<file path="src/hdl/ssfp_pkg.sv">
// Shared types and constants for the servo status frame parser.
// No dependencies; used by ssfp_core and servo_status_frame_parser.
package ssfp_pkg;

    localparam int IN_TDATA_W  = 40;
    localparam int OUT_TDATA_W = 32;
    localparam int OUT_TUSER_W = 2;

    // Receive phases
    localparam logic [2:0] PH_ID     = 3'd0;
    localparam logic [2:0] PH_LENGTH = 3'd1;
    localparam logic [2:0] PH_STATUS = 3'd2;
    localparam logic [2:0] PH_DATA   = 3'd3;
    localparam logic [2:0] PH_CHECK  = 3'd4;

    // Item kinds on the input tuser bit
    localparam logic OP_ARM  = 1'b0;
    localparam logic OP_BYTE = 1'b1;

    localparam logic [7:0] SYNC_BYTE    = 8'hFF;
    localparam logic [7:0] LEN_OVERHEAD = 8'd2;

    typedef logic [2:0] t_phase;

    typedef struct packed {
        logic       op;
        logic [7:0] rx_byte;
        logic [7:0] arm_id;
        logic [7:0] arm_length;
        logic       arm_is_read;
        logic [7:0] arm_addr;
    } t_item;

    typedef struct packed {
        logic       store_valid;
        logic [7:0] store_addr;
        logic [7:0] store_data;
        logic       frame_done;
        logic       frame_good;
        logic [7:0] servo_status;
    } t_result;

endpackage

</file>
<file path="src/hdl/ssfp_core.sv">
// Frame receive state machine: steps one item per cycle while i_step is high and builds the result.
// Depends on ssfp_pkg.
module ssfp_core (
    input  logic             i_clk,
    input  logic             i_rst_n,
    input  logic             i_step,
    input  ssfp_pkg::t_item  i_item,
    output logic             o_res_valid,
    output ssfp_pkg::t_result o_res
);

    ssfp_pkg::t_phase r_phase, n_phase;
    logic [7:0] r_exp_id, n_exp_id;
    logic [7:0] r_exp_len, n_exp_len;
    logic       r_read, n_read;
    logic [7:0] r_base, n_base;
    logic [7:0] r_count, n_count;
    logic [7:0] r_sum, n_sum;
    logic [7:0] r_status, n_status;

    logic [7:0] ch;
    logic [7:0] cnt_inc;

    assign ch      = i_item.rx_byte;
    assign cnt_inc = r_count + 8'd1;

    always_comb begin
        n_phase     = r_phase;
        n_exp_id    = r_exp_id;
        n_exp_len   = r_exp_len;
        n_read      = r_read;
        n_base      = r_base;
        n_count     = r_count;
        n_sum       = r_sum;
        n_status    = r_status;
        o_res_valid = 1'b0;
        o_res       = '0;
        if (i_item.op == ssfp_pkg::OP_ARM) begin
            n_exp_id  = i_item.arm_id;
            n_exp_len = i_item.arm_length;
            n_read    = i_item.arm_is_read;
            n_base    = i_item.arm_addr;
            n_phase   = ssfp_pkg::PH_ID;
            n_count   = '0;
            n_sum     = '0;
        end else begin
            unique case (r_phase)
                ssfp_pkg::PH_LENGTH: begin
                    if (ch != r_exp_len) begin
                        n_phase = ssfp_pkg::PH_ID;
                    end else begin
                        n_sum   = r_sum + ch;
                        n_phase = ssfp_pkg::PH_STATUS;
                    end
                end
                ssfp_pkg::PH_STATUS: begin
                    n_status = ch;
                    n_sum    = r_sum + ch;
                    n_count  = '0;
                    n_phase  = (r_exp_len > ssfp_pkg::LEN_OVERHEAD) ?
                               ssfp_pkg::PH_DATA : ssfp_pkg::PH_CHECK;
                end
                ssfp_pkg::PH_DATA: begin
                    n_sum = r_sum + ch;
                    if (r_read) begin
                        o_res_valid      = 1'b1;
                        o_res.store_valid = 1'b1;
                        o_res.store_addr = r_base + r_count;
                        o_res.store_data = ch;
                    end
                    // advance to checksum after the last data byte
                    if (cnt_inc >= r_exp_len - ssfp_pkg::LEN_OVERHEAD) begin
                        n_count = '0;
                        n_phase = ssfp_pkg::PH_CHECK;
                    end else begin
                        n_count = cnt_inc;
                    end
                end
                ssfp_pkg::PH_CHECK: begin
                    n_phase            = ssfp_pkg::PH_ID;
                    o_res_valid        = 1'b1;
                    o_res.frame_done   = 1'b1;
                    o_res.frame_good   = (ch == ~r_sum);
                    o_res.servo_status = r_status;
                end
                default: begin
                    // hunt for the id; sync bytes never match
                    if (ch != ssfp_pkg::SYNC_BYTE && ch == r_exp_id) begin
                        n_sum   = ch;
                        n_phase = ssfp_pkg::PH_LENGTH;
                    end else begin
                        n_phase = ssfp_pkg::PH_ID;
                    end
                end
            endcase
        end
    end

    always_ff @(posedge i_clk) begin
        if (!i_rst_n) begin
            r_phase   <= ssfp_pkg::PH_ID;
            r_exp_id  <= '0;
            r_exp_len <= ssfp_pkg::LEN_OVERHEAD;
            r_read    <= 1'b0;
            r_base    <= '0;
            r_count   <= '0;
            r_sum     <= '0;
            r_status  <= '0;
        end else if (i_step) begin
            r_phase   <= n_phase;
            r_exp_id  <= n_exp_id;
            r_exp_len <= n_exp_len;
            r_read    <= n_read;
            r_base    <= n_base;
            r_count   <= n_count;
            r_sum     <= n_sum;
            r_status  <= n_status;
        end
    end

endmodule

</file>
<file path="src/hdl/servo_status_frame_parser.sv">
// Servo status frame parser: items are registered at input, results at output.
// One item per cycle unless the sink stalls; ssfp_core's per-byte update sets it.
// Every item waits in the input register until the output register is free or its
// result leaves; a new item is taken in the same cycle the result leaves.
// Synchronous active-low reset clears the frame state and both valid flags.
// Depends on ssfp_pkg and ssfp_core.
module servo_status_frame_parser (
    input  logic                              i_clk,
    input  logic                              i_rst_n,
    input  logic                              i_s_axis_tvalid,
    output logic                              o_s_axis_tready,
    // rx_byte, arm_id, arm_length, arm_is_read, arm_addr, zero fill
    input  logic [ssfp_pkg::IN_TDATA_W-1:0]   i_s_axis_tdata,
    // op
    input  logic                              i_s_axis_tuser,
    output logic                              o_m_axis_tvalid,
    input  logic                              i_m_axis_tready,
    // store_addr, store_data, frame_good, servo_status, zero fill
    output logic [ssfp_pkg::OUT_TDATA_W-1:0]  o_m_axis_tdata,
    // store_valid, frame_done
    output logic [ssfp_pkg::OUT_TUSER_W-1:0]  o_m_axis_tuser
);

    logic              r_in_valid;
    ssfp_pkg::t_item   r_in_item;
    ssfp_pkg::t_item   in_item;
    logic              r_out_valid;
    ssfp_pkg::t_result r_out;
    ssfp_pkg::t_result res;
    logic              res_valid;
    logic              accept;
    logic              advance;

    assign in_item.op          = i_s_axis_tuser;
    assign in_item.rx_byte     = i_s_axis_tdata[7:0];
    assign in_item.arm_id      = i_s_axis_tdata[15:8];
    assign in_item.arm_length  = i_s_axis_tdata[23:16];
    assign in_item.arm_is_read = i_s_axis_tdata[24];
    assign in_item.arm_addr    = i_s_axis_tdata[32:25];

    assign advance         = r_in_valid && (!r_out_valid || i_m_axis_tready);
    assign o_s_axis_tready = !r_in_valid || !r_out_valid || i_m_axis_tready;
    assign accept          = i_s_axis_tvalid && o_s_axis_tready;

    ssfp_core u_core (
        .i_clk       (i_clk),
        .i_rst_n     (i_rst_n),
        .i_step      (advance),
        .i_item      (r_in_item),
        .o_res_valid (res_valid),
        .o_res       (res)
    );

    always_ff @(posedge i_clk) begin
        if (!i_rst_n) begin
            r_in_valid <= 1'b0;
        end else begin
            r_in_valid <= accept || (r_in_valid && !advance);
        end
    end

    always_ff @(posedge i_clk) begin
        if (accept) begin
            r_in_item <= in_item;
        end
    end

    always_ff @(posedge i_clk) begin
        if (!i_rst_n) begin
            r_out_valid <= 1'b0;
        end else if (advance && res_valid) begin
            r_out_valid <= 1'b1;
        end else if (i_m_axis_tready) begin
            r_out_valid <= 1'b0;
        end
    end

    // hold the result while the sink stalls
    always_ff @(posedge i_clk) begin
        if (advance && res_valid) begin
            r_out <= res;
        end
    end

    assign o_m_axis_tvalid = r_out_valid;
    assign o_m_axis_tdata  = {7'd0, r_out.servo_status, r_out.frame_good,
                              r_out.store_data, r_out.store_addr};
    assign o_m_axis_tuser  = {r_out.frame_done, r_out.store_valid};

`ifndef SYNTH
    a_one_kind: assert property (@(posedge i_clk) disable iff (!i_rst_n)
        o_m_axis_tvalid |-> $onehot(o_m_axis_tuser))
        else $error("result is neither a single store nor a single done");

    a_store_clean: assert property (@(posedge i_clk) disable iff (!i_rst_n)
        (o_m_axis_tvalid && o_m_axis_tuser[0]) |-> (o_m_axis_tdata[24:16] == 9'd0))
        else $error("store result carries frame status bits");

    a_done_clean: assert property (@(posedge i_clk) disable iff (!i_rst_n)
        (o_m_axis_tvalid && o_m_axis_tuser[1]) |-> (o_m_axis_tdata[15:0] == 16'd0))
        else $error("done result carries store address or data");

    a_in_hold: assert property (@(posedge i_clk) disable iff (!i_rst_n)
        (r_in_valid && !advance) |=> (r_in_valid && $stable(r_in_item)))
        else $error("pending item lost while output stalled");
`endif

endmodule
</file>
<file path="config.mk">
export PLATFORM = sky130hd
export DESIGN_NAME = servo_status_frame_parser
export DESIGN_NICKNAME = d
export VERILOG_FILES = /design/src/hdl/ssfp_pkg.sv /design/src/hdl/ssfp_core.sv /design/src/hdl/servo_status_frame_parser.sv
export SDC_FILE = /design/constraint.sdc
export NUM_CORES = 1
export LEC_CHECK = 0
export CORE_MARGIN = 3
export CORE_UTILIZATION = 55
export CTS_CLUSTER_SIZE = 28
export DETAILED_ROUTE_END_ITERATION = 16
export DONT_BUFFER_PORTS = 1
export PLACE_DENSITY = 0.7
export SYNTH_ARGS = -nofsm -noshare
export SYNTH_HDL_FRONTEND = slang
export SYNTH_SLANG_ARGS = --single-unit
</file>
<file path="constraint.sdc">
create_clock -name i_clk -period 3.33 [get_ports i_clk]
set_clock_uncertainty 0.1 [all_clocks]
set_input_delay 0.666 -clock i_clk [delete_from_list [all_inputs] [get_ports i_clk]]
set_output_delay 0.666 -clock i_clk [all_outputs]
set_load 0.02 [all_outputs]
</file>
==> key figures <==
Yosys
  – YS warnings: 0
  – Distinct cells, synth: 56
  – Number of synthesized flops with an enable pin: 61
  – Leading cell types by total area after synthesis: edfxtp_1, dfxtp_1, ha_1
  – Synth area leader: edfxtp_1
  – FFs w/ async S/R, synth: 0%
  – Share of the synthesized area in the top cell type: roughly a third
  – Cells after synthesis: between 500 and 600
  – #FFs+latches synth: ~120
  – Register area share after synthesis: about 54%
  – Synthesized area: 0.005411 mm2
  – Ys flop type: edfxtp_1
  – Mean Syn Cell Area: between 10 and 15 um2

Global route
  – Gr usage total: approximately a fifth
  – Total grt overflow: 0
  – First-pass GRT wire length: 17730 um
  – Number of global-route vias before repair: between 3000 and 4000
  – Initial antenna violation count: 0
  – Largest net degree at the start of global routing: 43

Outcome
  – Status: complete, no violations

Setup path
  – Slowest cell on crit path: or3b_2
  – Crit Path Max Fanout: 8
  – Startpoint types: register
  – CP max stage delay: about 0.49 ns
  – R2r setup slk: between 0.15 and 0.2 ns
  – Worst Reg-to-Reg Cells: 11
  – CP Buf/Inv Count: 1
  – CP top delay family: simple AND/OR/NAND/NOR gates
  – Critical path type: reg2reg
  – WP data arrival: between 3 and 4 ns
  – Endpoint class of the critical path: register
  – Crit-path cells: or3_1, or3b_2, xor2_1, ha_1, a21oi_1, nand4_1, a2111o_1, a21oi_4, buf_6, o21ai_1, o21ai_0
  – Worst Path Required: 3.66 ns
  – Reg-to-reg startpoint: u_core.r_exp_len[3]$_SDFFE_PN0P_
  – Worst R2R End: u_core.r_count[0]$_SDFFE_PN0P_

Pwr
  – Comb power frac: under 10%
  – Clk pwr share: 49.9%
  – Sw Pwr: 0.7835 mW
  – Switching Share: 22.22%
  – Pwr dens: a little under 600 mW/mm2
  – P_leak: 2.355 nW
  – VDD IR-drop max: 0.4311 mV
  – Internal cell power: ~2.7 mW
  – Sequential share of power: ~45%

Hold path
  – Hold endpoint: r_in_item[29]$_DFFE_PP_
  – HP Class: in2reg
  – Hold Path Stages: 0
  – Hold Crit Start: i_s_axis_tdata[4]

STA
  – Fmax: around 0.32 GHz
  – Worst slew pin tran: between 0.6 and 0.7 ns
  – Final Cycle Share: a little over nine tenths
  – PnR worst setup slack: between 0.15 and 0.2 ns
  – Fin. Hold Viols: 0
  – Final Critical Period: between 3 and 4 ns
  – Final setup fails: 0
  – Unrepaired setup endpoints after global routing: false
  – Max-slew violation count: 0
  – Setup TNS: 0 ns
  – Rel. slew slack: slightly below 60%

Route
  – WL per Instance: 15.98 um
  – DRC viols: 0
  – Vias per inst: between 5 and 6
  – Remaining antenna violation count: 0
  – DRT Pass-1 Iters: 5
  – Detailed Route WL: ~11000 um
  – Via count: approximately 3700
  – Initial drt markers: approximately 220

Clocking
  – CTS Hold Bufs: 0
  – Clk pin slew, worst setup/hold paths: 0.06 ns
  – H-tree levels: 4
  – Clock root cell: clkbuf_8
  – CTS Buffer Depth: 2
  – Worst-Skew Late Latency: 0.51 ns
  – TritonCTS buffer count: 17
  – CTS tree: yes
  – Setup Buffers After CTS: 0
  – CTS Sinks: 115

Final layout
  – Most frequent cells in the layout: nand2_1, edfxtp_1, dfxtp_1, a21oi_1, nor2_1
  – ANT cells: 0
  – Layout cells sized above 1: 8.872%
  – Net count, final: 599
  – Area Growth Syn to Fin: 12.79%
  – Fillcell total: about 720
  – Most common cell after layout, fill and taps aside: nand2_1

Placement
  – Setup slack at placement: between 0.1 and 0.15 ns
  – Port-buffer cells: 0
  – Post-DP HPWL: slightly above 7000 um
  – Gpl congestion: about 0.9

Job
  – Max-cap violations: 0

Floorplan
  – Die width: 105.2 um
  – Die area: 0.01106 mm2
  – Starting Density: between 50% and 60%
  – Die Span Y: ~110 um
  – Rows: 35
  – Io pins: 81
  – Core Region: between 0.009 and 0.01 mm2
## power by group through the flow
stage | Clock [mW] | Combinational [mW] | Sequential, mW
final | 1.76 | 0.172 | 1.59
after global routing | 1.87 | 0.195 | 1.60
after CTS | 1.80 | 0.170 | 1.59
after detailed placement | 0 | 0.168 | 1.62
after global placement | 0 | 0.162 | 1.62
after floorplan | 0 | 0.154 | 1.60
## how the worst max path moves through the flow
stage | slack (ns) | end | start | cells past startpoint
2_1_floorplan | 0.41 | u_core.r_phase[2]$_SDFFE_PN0P_ | u_core.r_exp_len[3]$_SDFFE_PN0P_ | 11
5_1_grt | 0.03 | u_core.r_count[1]$_SDFFE_PN0P_ | u_core.r_exp_len[3]$_SDFFE_PN0P_ | 11
3_3_place_gp | 0.21 | u_core.r_count[1]$_SDFFE_PN0P_ | u_core.r_exp_len[3]$_SDFFE_PN0P_ | 11
3_5_place_dp | 0.13 | u_core.r_count[0]$_SDFFE_PN0P_ | u_core.r_exp_len[3]$_SDFFE_PN0P_ | 11
6_report | 0.20 | u_core.r_count[0]$_SDFFE_PN0P_ | u_core.r_exp_len[3]$_SDFFE_PN0P_ | 11
4_1_cts | 0.11 | u_core.r_count[0]$_SDFFE_PN0P_ | u_core.r_exp_len[3]$_SDFFE_PN0P_ | 11
## layer usage
| layer | wire length [um] | GRT usage, % | vias to the layer above |
|---|---|---|---|
| met1 | 4964 | 27.03 | 1722 |
| met5 | 0 | 0 | - |
| met3 | 590 | 5.435 | 22 |
| li1 | - | - | 1848 |
| met4 | 244 | 8.810 | 0 |
| met2 | 4905 | 31.56 | 132 |
## Yosys cell counts, drive strengths merged, types with 3 or more instances
cell type	number
a211oi	5
a21boi	4
a21o	4
a21oi	41
a31oi	3
and2	19
and3	4
buf	14
clkbuf	14
dfxtp	54
edfxtp	61
ha	24
inv	18
mux2i	9
nand2	78
nand2b	8
nand3	11
nand4	8
nor2	32
nor2b	5
nor3	10
o2111ai	3
o211ai	7
o21a	4
o21ai	16
or3	5
xnor2	16
xor2	16
## registers in the layout, summed over array words and instances, names as in the netlist
signal	flops
o_m_axis_tdata	25
o_m_axis_tuser	2
o_m_axis_tvalid	1
r_in_item	34
r_in_valid	1
u_core.r_base	8
u_core.r_count	8
u_core.r_exp_id	8
u_core.r_exp_len	8
u_core.r_phase	3
u_core.r_read	1
u_core.r_status	8
u_core.r_sum	8
## final cells by class
cell class,count,area (um2),share of cell area [%]
flip-flops and latches,115,2913,47.72
multi-input cells,366,2306,37.78
clock buffers,18,417.9,6.847
clock inverters,14,162.7,2.665
well taps,129,161.4,2.645
repair buffers,9,71.32,1.169
inverters,19,71.32,1.169
## stage by stage
stage                     cells  utilization [%]  power (mW)  instance area, um2  hold slack (ns)
after floorplan             528                -       1.750                5434           0.3366
after global placement      638            58.54       1.783                5512           0.3577
after detailed placement    638            58.54       1.789                5512           0.3633
after CTS                   670            64.70       3.559                6092           0.1301
after global routing        670            64.82       3.666                6103           0.1226
final                       670            64.82       3.526                6103           0.1551
## worst register-to-register path: stages, from the launching register on
cell,delay [ns]
dfxtp_1,0.37
or3_1,0.42
or3b_2,0.49
xor2_1,0.15
ha_1,0.29
a21oi_1,0.15
nand4_1,0.15
a2111o_1,0.36
a21oi_4,0.19
buf_6,0.16
o21ai_1,0.07
o21ai_0,0.16
## kinds of logic after synthesis
group | Yosys count | share of synthesized area [%]
other | 1 | 0.06930
xor gates and xnor gates | 32 | 5.179
muxes | 9 | 1.665
and+or+nand+nor | 191 | 16.81
buffers and inverters | 47 | 4.185
adders and majority gates | 26 | 6.289
AOI/OAI and AO/OA | 101 | 11.98
DFF | 115 | 53.83
## what timing repair did
item / CTS / global route
hold endpoints to repair: 0 / 0
resized for setup: 0 / 2
setup endpoints to repair: 0 / 7
(Power assumes the default switching activity.)
